### src/rtl/assert_macros.svh
// Assertion macros used by the top-level RTL file of the packet byte deframer.
`ifndef ASSERT_MACROS_SVH
`define ASSERT_MACROS_SVH

// Checks prop at every rising edge of i_clk outside reset.
`define PBD_ASSERT(lbl, prop, msg) \
    lbl: assert property (@(posedge i_clk) disable iff (!i_rst_n) (prop)) else $error(msg);

// Checks that cond at one edge implies result at the next edge, outside reset.
`define PBD_ASSERT_NEXT(lbl, cond, result, msg) \
    lbl: assert property (@(posedge i_clk) disable iff (!i_rst_n) \
        (cond) |=> (result)) else $error(msg);

`endif

### src/rtl/pbd_pkg.sv
// Types and constants for the packet byte deframer.
`timescale 1ns / 1ps
`default_nettype none

package pbd_pkg;

    localparam logic [7:0] START_BYTE_RESET = 8'hAA;

    // Header field sizes in bytes, counted from zero.
    localparam logic [1:0] ID_LAST_INDEX  = 2'd3;
    localparam logic [1:0] LEN_LAST_INDEX = 2'd1;

    typedef enum logic [2:0] {
        PH_IDLE = 3'd0,
        PH_ID   = 3'd1,
        PH_TYPE = 3'd2,
        PH_LEN  = 3'd3,
        PH_DATA = 3'd4
    } t_phase;

    typedef struct packed {
        logic [31:0] node_id;
        logic [7:0]  msg_type;
        logic [15:0] payload_length;
        logic [7:0]  data_byte;
        logic        has_data;
        logic        last;
    } t_result;

endpackage

`default_nettype wire

### src/rtl/packet_byte_deframer.sv
// Top level of the packet byte deframer: header parsing and result buffering.
//
// Usage:
// The receive channel (i_rx_valid, o_rx_stall, i_rx_byte) takes one byte per
// beat. The block waits for a byte equal to the start byte register, then
// gathers a 4-byte big-endian node identifier, one message type byte and a
// 2-byte big-endian payload length. Each payload byte then leaves on the
// result channel (o_out_valid, i_out_stall) as one beat tagged with the
// header; the final payload byte carries o_last. A packet of length zero
// gives one beat with o_has_data clear and o_last set.
// Each result is registered in the output register, or in the skid stage
// when the receiver stalls. The block takes one byte per cycle while
// o_rx_stall is low. Reset clears the parser to idle, empties the output
// register and the skid stage, and loads the start byte with 0xAA. When the
// receiver stalls, the output register holds its beat and one more result is
// kept in a skid stage; only then does o_rx_stall rise, and it falls as the
// skid drains. The user must write the start byte register (i_cfg_we,
// i_cfg_data) only while idle; the block itself does not enforce it.
`timescale 1ns / 1ps
`default_nettype none
`include "assert_macros.svh"

module packet_byte_deframer
    import pbd_pkg::*;
(
    input  wire logic        i_clk,
    input  wire logic        i_rst_n,
    input  wire logic        i_cfg_we,
    input  wire logic [7:0]  i_cfg_data,
    input  wire logic        i_rx_valid,
    output logic             o_rx_stall,
    input  wire logic [7:0]  i_rx_byte,
    output logic             o_out_valid,
    input  wire logic        i_out_stall,
    output logic [31:0]      o_node_id,
    output logic [7:0]       o_msg_type,
    output logic [15:0]      o_payload_length,
    output logic [7:0]       o_data_byte,
    output logic             o_has_data,
    output logic             o_last
);

    // Parser state.
    t_phase      r_phase, n_phase;
    logic [1:0]  r_field_idx, n_field_idx;
    logic [31:0] r_id_accum, n_id_accum;
    logic [7:0]  r_type_hold, n_type_hold;
    logic [15:0] r_length_accum, n_length_accum;
    logic [15:0] r_payload_count, n_payload_count;
    logic [7:0]  r_start_byte;

    // Output register and skid stage.
    logic        r_out_valid;
    t_result     r_out;
    logic        r_skid_valid;
    t_result     r_skid;

    logic        rx_accept;
    logic        res_valid;
    t_result     res;
    logic        out_free;
    logic [15:0] count_inc;

    assign o_rx_stall = r_skid_valid;
    assign rx_accept  = i_rx_valid && !r_skid_valid;
    assign out_free   = !r_out_valid || !i_out_stall;
    assign count_inc  = r_payload_count + 16'd1;

    // One byte moves the parser by one step and may produce one result.
    always_comb begin
        n_phase         = r_phase;
        n_field_idx     = r_field_idx;
        n_id_accum      = r_id_accum;
        n_type_hold     = r_type_hold;
        n_length_accum  = r_length_accum;
        n_payload_count = r_payload_count;
        res_valid       = 1'b0;
        res             = '0;

        unique case (r_phase)
            PH_IDLE: begin
                if (i_rx_byte == r_start_byte) begin
                    n_field_idx     = 2'd0;
                    n_id_accum      = '0;
                    n_type_hold     = '0;
                    n_length_accum  = '0;
                    n_payload_count = '0;
                    n_phase         = PH_ID;
                end
            end
            PH_ID: begin
                n_id_accum  = {r_id_accum[23:0], i_rx_byte};
                n_field_idx = r_field_idx + 2'd1;
                if (r_field_idx == ID_LAST_INDEX) begin
                    n_phase = PH_TYPE;
                end
            end
            PH_TYPE: begin
                n_type_hold = i_rx_byte;
                n_field_idx = 2'd0;
                n_phase     = PH_LEN;
            end
            PH_LEN: begin
                n_length_accum = {r_length_accum[7:0], i_rx_byte};
                n_field_idx    = r_field_idx + 2'd1;
                if (r_field_idx == LEN_LAST_INDEX) begin
                    n_field_idx     = 2'd0;
                    n_payload_count = '0;
                    if (n_length_accum == 16'd0) begin
                        // An empty packet still gives one closing result.
                        n_phase            = PH_IDLE;
                        res_valid          = 1'b1;
                        res.node_id        = r_id_accum;
                        res.msg_type       = r_type_hold;
                        res.payload_length = 16'd0;
                        res.data_byte      = 8'd0;
                        res.has_data       = 1'b0;
                        res.last           = 1'b1;
                    end else begin
                        n_phase = PH_DATA;
                    end
                end
            end
            PH_DATA: begin
                n_payload_count    = count_inc;
                res_valid          = 1'b1;
                res.node_id        = r_id_accum;
                res.msg_type       = r_type_hold;
                res.payload_length = r_length_accum;
                res.data_byte      = i_rx_byte;
                res.has_data       = 1'b1;
                res.last           = (count_inc == r_length_accum);
                if (count_inc == r_length_accum) begin
                    n_phase = PH_IDLE;
                end
            end
            default: begin
                n_phase = PH_IDLE;
            end
        endcase
    end

    always_ff @(posedge i_clk) begin
        if (!i_rst_n) begin
            r_phase         <= PH_IDLE;
            r_field_idx     <= 2'd0;
            r_id_accum      <= '0;
            r_type_hold     <= '0;
            r_length_accum  <= '0;
            r_payload_count <= '0;
            r_start_byte    <= START_BYTE_RESET;
            r_out_valid     <= 1'b0;
            r_skid_valid    <= 1'b0;
        end else begin
            if (i_cfg_we) begin
                r_start_byte <= i_cfg_data;
            end
            if (rx_accept) begin
                r_phase         <= n_phase;
                r_field_idx     <= n_field_idx;
                r_id_accum      <= n_id_accum;
                r_type_hold     <= n_type_hold;
                r_length_accum  <= n_length_accum;
                r_payload_count <= n_payload_count;
            end
            // A waiting skid beat goes first; no byte is taken while it waits.
            if (out_free) begin
                if (r_skid_valid) begin
                    r_out_valid  <= 1'b1;
                    r_skid_valid <= 1'b0;
                end else begin
                    r_out_valid <= rx_accept && res_valid;
                end
            end else if (rx_accept && res_valid) begin
                r_skid_valid <= 1'b1;
            end
        end
    end

    // Payload registers of the output and skid stages.
    always_ff @(posedge i_clk) begin
        if (out_free) begin
            if (r_skid_valid) begin
                r_out <= r_skid;
            end else begin
                r_out <= res;
            end
        end else if (rx_accept && res_valid) begin
            r_skid <= res;
        end
    end

    assign o_out_valid      = r_out_valid;
    assign o_node_id        = r_out.node_id;
    assign o_msg_type       = r_out.msg_type;
    assign o_payload_length = r_out.payload_length;
    assign o_data_byte      = r_out.data_byte;
    assign o_has_data       = r_out.has_data;
    assign o_last           = r_out.last;

    `PBD_ASSERT(a_skid_behind_out, !r_skid_valid || r_out_valid, "skid full with output empty")
    `PBD_ASSERT(a_data_count_below_len, r_phase != PH_DATA || r_payload_count < r_length_accum, "payload count reached length inside data phase")
    `PBD_ASSERT(a_empty_closes, !r_out_valid || r_out.has_data || r_out.last, "empty-packet result without last")
    `PBD_ASSERT_NEXT(a_skid_drains, r_skid_valid && !i_out_stall, !r_skid_valid, "skid beat not drained")

endmodule

`default_nettype wire
### config.mk
export PLATFORM = sky130hd
export DESIGN_NAME = packet_byte_deframer
export DESIGN_NICKNAME = d
export VERILOG_FILES = /design/src/rtl/pbd_pkg.sv /design/src/rtl/packet_byte_deframer.sv
export VERILOG_INCLUDE_DIRS = /design/src /design/src/rtl
export SDC_FILE = /design/constraint.sdc
export NUM_CORES = 1
export LEC_CHECK = 0
export ABC_CLOCK_PERIOD_IN_PS = 8800
export BUFFER_PORTS_ARGS = -buffer_cell sky130_fd_sc_hd__buf_2
export CAP_MARGIN = 20
export CORE_MARGIN = 5
export CORE_UTILIZATION = 40
export DETAILED_ROUTE_END_ITERATION = 6
export PLACE_DENSITY = 0.54
export SETUP_SLACK_MARGIN = 0.15
export SLEW_MARGIN = 15
export SYNTH_ARGS = -nofsm -noshare
export SYNTH_HDL_FRONTEND = slang
export SYNTH_SLANG_ARGS = --single-unit
### constraint.sdc
create_clock -name i_clk -period 8.8 [get_ports i_clk]
set_input_delay 0.44 -clock i_clk [delete_from_list [all_inputs] [get_ports i_clk]]
set_output_delay 0.44 -clock i_clk [all_outputs]
set_load 0.005 [all_outputs]
==> run summary, run 1 <==
hold buffer count at cts - 0
total global-route track usage - 16.7%
CP max stage delay - 920 ps
post-route setup TNS - 0 ps
f_max - 293 MHz
Pleak - 4.35 nW
post-route clock period utilization - 38.8%
I/O Buffers - 88
Detail Placement HPWL - 15100 um
Die Wd - 164 um
Yosys top cell area share - 42.0%
core area - 23300 um2
Bufs and invs on worst path - 1
cell depth of the worst hold path - 3
number of global-route vias before repair - 6060
DRC errors left - 0
max-capacitance violation count - 0
Critical Path Start Type - flip-flop
Crit-path slowest cell - a211oi_4
largest net degree at the start of global routing - 74
final global-route overflow total - 0
Synth Warn # - 0
Area Growth Syn to Fin - 16.5%
Multi-input gate area - 3490 um2
Tightest Pin Transition - 1050 ps
Synth cell types - 55
ys flop type - edfxtp_1
Die ar. - 26700 um2
clock sink count - 219
Clk Latency, worst-skew pair - 510 ps
EDFF count, synth - 132
cell family with most CP delay - compound AO/OA/AOI/OAI gates
status - completed
Worst slew margin - 29.8%
worst r2r path cells - 4
TritonCTS clock tree - yes
synth cell count leaders - edfxtp_1 (132), dfxtp_1 (87), and2_1 (68)
Place WS - 5160 ps
CTS Buf Count - 24
ANT cells - 0
Setup crit end kind - flip-flop
max-slew violation count - 0
synth top area cells - edfxtp_1 (42%), dfxtp_1 (18%), mux2_2 (7.6%)
fin worst setup slack - 5390 ps
Vias/cell - 5.14
Clock Root Buffer - clkbuf_16
Total Routed Length - 22400 um
syn_area_per_cell - 12.3 um2
starting density of the core - 40.4%
layout net count - 860
first-pass GRT wire length - 35600 um
CP required - 8940 ps
H-Tree Depth - 1
min Tclk post-route - 3410 ps
CP max FO - 47
CP arrival - 3550 ps
Boundary Pins - 89
gpl congestion - 0.892
top-count cell post-synth - edfxtp_1
cells along the critical path - nand2_1 -> or3_1 -> a211oi_4 -> buf_4
Via Count - 6025
mapped cell area - 9430 um2
antenna violations before repair - 0
layout cells sized above 1 - 24.7%
Post-CTS Setup Inserts - 0
post-synthesis cell count - 767
Async SR Flop Fraction - 0%
Levels on crit path - 4
clk_skew - 7.00 ps
RSZ-0062 raised after global routing - false
Row Count - 56
worst hold path type - in -> reg
Setup CP Type - reg -> reg
DRT Pass-1 Iters - 5
Fin. Hold Viols - 0
maximum clock path buffer count - 3
final setup violation count - 0
Starting DRT DRC Count - 361
Post-Syn Nets - 792
Fill cells - 2136
Die Ht - 164 um
register area - 5710 um2
post-synth top area cell - edfxtp_1
Clock transition at path regs - 60 ps
register bit count reported by yosys - 219
final antenna-violating net count - 0
post-cts resize count - 0
Seq/Total Area, Yosys - 60.5%
wire per inst - 19.1 um
Cell Pwr Density - 208 nW/um2
Max VDD drop - 0.0977 mV
[where the power goes]
| group | leakage [nW] | switching [W] | internal [W] |
|---|---|---|---|
| sequential | 2.18 | 0.0000118 | 0.00109 |
| combinational | 1.75 | 0.0000817 | 0.0000403 |
| clock | 0.413 | 0.000405 | 0.000649 |
[through the flow]
stage	total power, W	cell area [um2]	instances	utilization (%)	hold slack (ps)
2_1_floorplan	0.00120	9430	767	-	426
3_3_place_gp	0.00124	10100	1126	43.3	438
3_5_place_dp	0.00125	10100	1127	43.4	447
4_1_cts	0.00231	11000	1171	47.0	138
5_1_grt	0.00237	11000	1172	47.1	161
6_report	0.00228	11000	1172	47.1	159
[sequential cells by signal, indices dropped and copies added (netlist names)]
| name | cells |
|---|---|
| o_msg_type | 8 |
| r_payload_count | 16 |
| o_has_data | 1 |
| r_field_idx | 2 |
| r_phase | 3 |
| o_node_id | 32 |
| o_rx_stall | 1 |
| r_start_byte | 8 |
| r_id_accum | 32 |
| o_last | 1 |
| o_data_byte | 8 |
| o_out_valid | 1 |
| r_type_hold | 8 |
| r_length_accum | 16 |
| o_payload_length | 16 |
| r_skid | 66 |
[path summary, 6_finish.rpt]
path                      to  slack [ps]            from
max               r_skid[21]        5390      r_phase[0]
min          r_start_byte[7]         160   i_cfg_data[7]
max reg2reg       r_skid[21]        5390      r_phase[0]
min reg2reg   r_id_accum[31]         450  r_id_accum[31]
[layout make-up]
class	count	share of cell area, %
inverter	7	0.239
tap	319	3.63
clock inverter	12	1.26
multi-input combinational	487	31.8
sequential	219	51.9
timing repair buffer	96	4.74
clock buffer	32	6.40
[worst min-delay path, cell delays in order]
cell,delay (ps)
buf_2,80
mux2i_1,60
nand2_1,60
[cell families after synthesis]
family	after synthesis	share of synthesized area [%]
and+or+nand+nor	259	15.0
AOI/OAI and AO/OA	121	9.81
muxes	74	8.71
adders and majority gates	4	0.531
buffers and inverters	61	2.76
xor gates and xnor gates	29	2.69
DFF	219	60.5
[cells in the final DEF, fill, tap and decap left out, types with 2 or more instances in the layout]
cell / instances
a21boi_0: 14
a21boi_1: 39
a21oi_1: 2
a22o_1: 16
a31oi_1: 7
and2_1: 68
and3_1: 4
and4_1: 3
buf_2: 88
buf_4: 7
bufinv_16: 3
clkbuf_1: 3
clkbuf_16: 26
clkbuf_8: 3
clkinv_2: 6
clkinvlp_4: 2
dfxtp_1: 87
edfxtp_1: 132
ha_1: 4
inv_1: 6
mux2_2: 64
mux2i_1: 10
nand2_1: 60
nand2b_1: 10
nand3_1: 51
nand4_1: 7
nor2_1: 12
nor2b_1: 8
nor3_1: 9
nor3_2: 2
nor4_1: 10
nor4_4: 2
o21a_1: 10
o21ai_0: 16
o41ai_1: 3
or3_1: 5
xnor2_1: 17
xor2_1: 12
[per-layer routing]
layer / vias to the layer above / part of all wire [%] / GRT usage [%]
li1: 2920 / - / -
met1: 2956 / 46 / 23.2
met2: 117 / 47 / 27.3
met3: 32 / 4.4 / 2.75
met4: 0 / 2.0 / 4.35
met5: - / 0 / 0
Power figures use the tool's default switching activity.
==> run 2, diff against run 1 <==
ABC_CLOCK_PERIOD_IN_PS = 3000   (was 8800)
PLACE_DENSITY = 0.56   (was 0.54)
clock period = 3 ns   (was 8.8 ns; I/O delays follow)
==> run 2 against run 1 <==
Clock power rose to 2.8 times the previous value. Sequential power rose to 2.9 times the previous value. Sequential share of layout area down 0.49 points. Clock-buffer cell count up 8. Combinational power rose to 3.0 times the previous value. Total power rose to 2.9 times the previous value. Die area unchanged. Setup slack worse by 4800 ps. Worst hold slack worse by 140 ps. Largest cell class unchanged. Via count up 0.30%. Final cell count up 1.4%.
==> run summary, run 2 (synthesis gave the netlist of run 1 again) <==
GR peak layer - met2
post-route clock period utilization - 81.7%
layout cells sized above 1 - 25.0%
Fill cells - 2114
hold path endpoint - r_length_accum[3]
I/O Buffers - 88
largest net degree at the start of global routing - 71
Area Growth Syn to Fin - 17.7%
DRC errors left - 0
status - completed
Tightest Pin Transition - 802 ps
TritonCTS clock tree - yes
gpl congestion - 0.884
H-Tree Depth - 1
CP max FO - 7
cell depth of the worst hold path - 2
worst r2r path cells - 7
CTS Buf Count - 24
CP required - 3370 ps
starting density of the core - 40.4%
final antenna-violating net count - 0
core area - 23300 um2
Die ar. - 26700 um2
Setup crit end kind - flip-flop
Crit-path slowest cell - or4_1
f_max - 408 MHz
most common cell after layout, fill and taps aside - edfxtp_1
first-pass GRT wire length - 34600 um
Place WS - 535 ps
Pleak - 4.41 nW
R2R Path End - o_last
Total Routed Length - 21400 um
most frequent cells in the layout - edfxtp_1 (132), buf_2 (88), dfxtp_1 (86)
grt met2 use - 26.1%
maximum clock path buffer count - 3
number of global-route vias before repair - 6178
max-slew violation count - 0
register area - 5710 um2
post-route setup TNS - 0 ps
Boundary Pins - 89
worst hold path type - in -> reg
DP Cell Count - 1135
CP arrival - 2820 ps
Die Wd - 164 um
Clock Root Buffer - clkbuf_16
layout net count - 876
Vias/cell - 5.09
clock sink count - 219
final global-route overflow total - 0
r2r setup slk - 550 ps
fin worst setup slack - 550 ps
max reg flops - 66
Post-CTS Setup Inserts - 0
cells along the critical path - ha_1 -> nand3_1 -> or4_1 -> a21o_1 -> a211oi_1 -> nand4_1 -> a31oi_1
Worst slew margin - 46.6%
Clk Latency, worst-skew pair - 520 ps
wire per inst - 18.1 um
Multi-input gate area - 3490 um2
min Tclk post-route - 2450 ps
ANT cells - 0
RR Startpoint - r_payload_count[0]
Max VDD drop - 0.328 mV
Cell Pwr Density - 588 nW/um2
clk_skew - 18.2 ps
Starting DRT DRC Count - 425
max-capacitance violation count - 0
Setup CP Type - reg -> reg
RSZ-0062 raised after global routing - false
antenna violations before repair - 0
met1 usage - 22.5%
final cell count without fillers - 1188
Die Ht - 164 um
Detail Placement HPWL - 14100 um
Most flops, register - r_skid
DRT Pass-1 Iters - 5
Via Count - 6043
GRT met3 Usage - 2.85%
Fin. Hold Viols - 0
Row Count - 56
Clock transition at path regs - 60 ps
utilization after layout - 47.5%
CP max stage delay - 600 ps
min-delay src - i_rx_byte[3]
total global-route track usage - 16.1%
Critical Path Start Type - flip-flop
final setup violation count - 0
==> run 2: changes by cell type in the layout (fill, tap and decap cells not counted), moves of 2 or more <==
cell | before | now
clkbuf_1 | 3 | 6
buf_12 | 0 | 2
buf_4 | 7 | 13
bufinv_16 | 3 | 0
inv_6 | 0 | 2
clkbuf_8 | 3 | 6
dlygate4sd3_1 | 0 | 9
clkinvlp_4 | 2 | 0
clkinv_2 | 6 | 2
==> run 2: worst max path at each step <==
stage                  startpoint        end  slack [ps]  cells after the start
3_3_place_gp   r_payload_count[0]     o_last         600                      7
3_5_place_dp   r_payload_count[0]     o_last         530                      7
5_1_grt        r_payload_count[0]     o_last         320                      7
2_1_floorplan   r_length_accum[7]  r_skid[0]        -290                      4
4_1_cts        r_payload_count[0]     o_last         560                      7
6_report       r_payload_count[0]     o_last         550                      7
==> run 2: timing repair <==
item                       4_1_cts  5_1_grt
setup endpoints to repair        0        0
resized for setup                0        0
hold buffers                     9        0
hold endpoints to repair         9        0
==> run 2: metrics by stage <==
step / power [W] / hold WS [ps] / area [um2]
floorplan: 0.00353 / 275 / 9460
global placement: 0.00366 / 364 / 10200
detailed placement: 0.00367 / 377 / 10200
CTS: 0.00659 / 6.84 / 11100
global route: 0.00677 / 21.7 / 11100
finish: 0.00652 / 22.5 / 11100
==> run 2: layout make-up <==
cell class,instances,share of cell area (%)
clock buffers,40,6.93
clock inverters,4,0.248
inverters,7,0.237
multi-input cells,487,31.5
flip-flops and latches,219,51.5
well taps,319,3.60
repair buffers,112,6.02
==> run 2: worst max-delay path, delay by kind of cell, from the launching register on <==
family | cells | cell delay [ps]
compound gates | 3 | 640
simple gates | 3 | 920
fa+ha+maj | 1 | 310
flops | 1 | 440
==> run 2: metal layers <==
metal  up-vias  wire, um
met5         -         0
met4         0       425
met3        33      1090
met2       138      9850
met1      2912     10100
li1       2960         -
==> run 2: power breakdown <==
group	internal (W)	switching (W)	leakage [nW]	total, W
registers	0.00321	0.0000312	2.18	0.00324
logic	0.000129	0.000242	1.83	0.000371
clock network	0.00175	0.00116	0.396	0.00291
total	0.00508	0.00144	4.41	0.00652
==> run 3, diff against run 2 <==
ABC_CLOCK_PERIOD_IN_PS = 2400   (was 3000)
PLACE_DENSITY = 0.54   (was 0.56)
clock period = 2.4 ns   (was 3 ns; I/O delays follow)
==> run 3 against run 2 <==
Total power increased by 28%. Final cell count increased by 2.9%. Core utilization increased by 2.1 points. Worst hold slack got worse by 1.4 ps. Maximum frequency increased by 11%. Clock power increased by 30%. Largest cell class unchanged.
==> run summary, run 3 (synthesis gave the netlist of run 1 again) <==
Worst slew margin - 57.1%
post-route clock period utilization - 91.6%
Most flops, register - r_skid
clock network power share - 45.2%
final setup violation count - 0
CP arrival - 2410 ps
Net Sw Power - 0.00182 W
Row Count - 56
Pleak - 4.64 nW
worst hold path type - in -> reg
Die Ht - 164 um
r2r setup slk - 200 ps
Cell Pwr Density - 719 nW/um2
cells along the critical path - nor4_4 -> nand4_1 -> or3_4 -> a211oi_4 -> bufbuf_16
final global-route overflow total - 0
most common cell after layout, fill and taps aside - edfxtp_1
fin worst setup slack - 202 ps
post-route setup TNS - 0 ps
CP required - 2610 ps
Via Count - 6357
Comb power frac - 6.4%
Critical Path Start Type - flip-flop
Int Power - 0.00651 W
RSZ-0062 raised after global routing - true
number of global-route vias before repair - 6389
layout net count - 911
first-pass GRT wire length - 36100 um
starting density of the core - 40.4%
largest net degree at the start of global routing - 42
Setup CP Type - reg -> reg
Clock Root Buffer - clkbuf_16
max-capacitance violation count - 0
f_max - 455 MHz
TritonCTS clock tree - yes
layout cells sized above 1 - 30.0%
antenna violations before repair - 0
ANT cells - 0
Setup crit end kind - flip-flop
Tightest Pin Transition - 643 ps
final antenna-violating net count - 0
Finished Cell Area - 11600 um2
CP max stage delay - 400 ps
Clock transition at path regs - 60 ps
status - completed
I/O Buffers - 88
Total Routed Length - 23000 um
clk_skew - 11.0 ps
DRT Pass-1 Iters - 4
Crit-path slowest cell - or3_4
gpl congestion - 0.826
Area Growth Syn to Fin - 22.9%
H-Tree Depth - 1
Reg power frac - 48.4%
wire per inst - 18.8 um
min Tclk post-route - 2200 ps
Detail Placement HPWL - 15600 um
DRC errors left - 0
most frequent cells in the layout - edfxtp_1 (132), buf_2 (88), dfxtp_1 (77)
core area - 23300 um2
Place WS - -1.52 ps
CP max FO - 20
max-slew violation count - 0
max reg flops - 66
area post-placement - 10500 um2
Die Wd - 164 um
Boundary Pins - 89
maximum clock path buffer count - 3
Starting DRT DRC Count - 459
total global-route track usage - 16.9%
Vias/cell - 5.20
Max VDD drop - 0.404 mV
switching fraction of total power - 21.8%
Clk Latency, worst-skew pair - 510 ps
Die ar. - 26700 um2
clock sink count - 219
Fin. Hold Viols - 0
CTS Buf Count - 24
## run 3: changes by cell type in the layout (fill, tap and decap cells not counted), moves of 3 or more
| cell | delta |
|---|---|
| nor4_1 | -3 |
| clkbuf_1 | -3 |
| dfxtp_2 | +8 |
| buf_12 | +4 |
| buf_4 | +26 |
| dfxtp_1 | -9 |
## run 3: per-stage QoR
step	power [W]	instances	hold WS, ps	utilization, %
2_1_floorplan	0.00441	767	245	-
3_3_place_gp	0.00463	1164	334	44.9
5_1_grt	0.00865	1223	13.6	49.7
3_5_place_dp	0.00463	1164	344	44.9
4_1_cts	0.00843	1221	0.427	49.2
6_report	0.00833	1223	21.1	49.7
## run 3: final timing paths
path                                   startpoint             end  cells after the start
worst max-delay path            r_length_accum[7]      r_skid[28]                      5
worst min-delay path                 i_rx_byte[1]  r_type_hold[1]                      3
worst max register to register  r_length_accum[7]      r_skid[28]                      5
worst min register to register     r_id_accum[27]  r_id_accum[27]                      2
## run 3: cell type report
| cell class | instances | area [um2] |
|---|---|---|
| well taps | 319 | 399 |
| fillers | 2111 | 11700 |
| inverters | 7 | 26.3 |
| multi-input cells | 487 | 3580 |
| clock inverters | 10 | 108 |
| clock buffers | 34 | 719 |
| repair buffers | 147 | 1030 |
| flip-flops and latches | 219 | 5720 |
## run 3: what timing repair did
action                                  4_1_cts  5_1_grt
setup buffers                                 1        1
resized for setup                             4       21
hold buffers                                 11        0
hold endpoints to repair                     12        0
pin swaps                                     1        3
endpoints found under the setup margin       43       70
gates cloned                                  1        1
## run 3: layer usage
| layer | GRT usage (%) | up-vias | share of wire [%] |
|---|---|---|---|
| li1 | - | 3028 | - |
| met1 | 23.4 | 3160 | 46 |
| met2 | 27.9 | 124 | 48 |
| met3 | 2.50 | 45 | 3.6 |
| met4 | 4.92 | 0 | 2.5 |
| met5 | 0 | - | 0 |
## run 3: critical path, delay by kind of cell, from the launching register on
kind / cells / cell delay, ps
and+or+nand+nor: 3 / 890
AOI/OAI and AO/OA: 1 / 280
buffers and inverters: 1 / 360
DFF: 1 / 370
## run 3: power groups by stage
stage	clock, W	sequential (W)	combinational, W
floorplan	0	0.00412	0.000294
detailed placement	0	0.00411	0.000519
finish	0.00377	0.00403	0.000531
global route	0.00404	0.00404	0.000578
CTS	0.00386	0.00403	0.000534
global placement	0	0.00411	0.000514
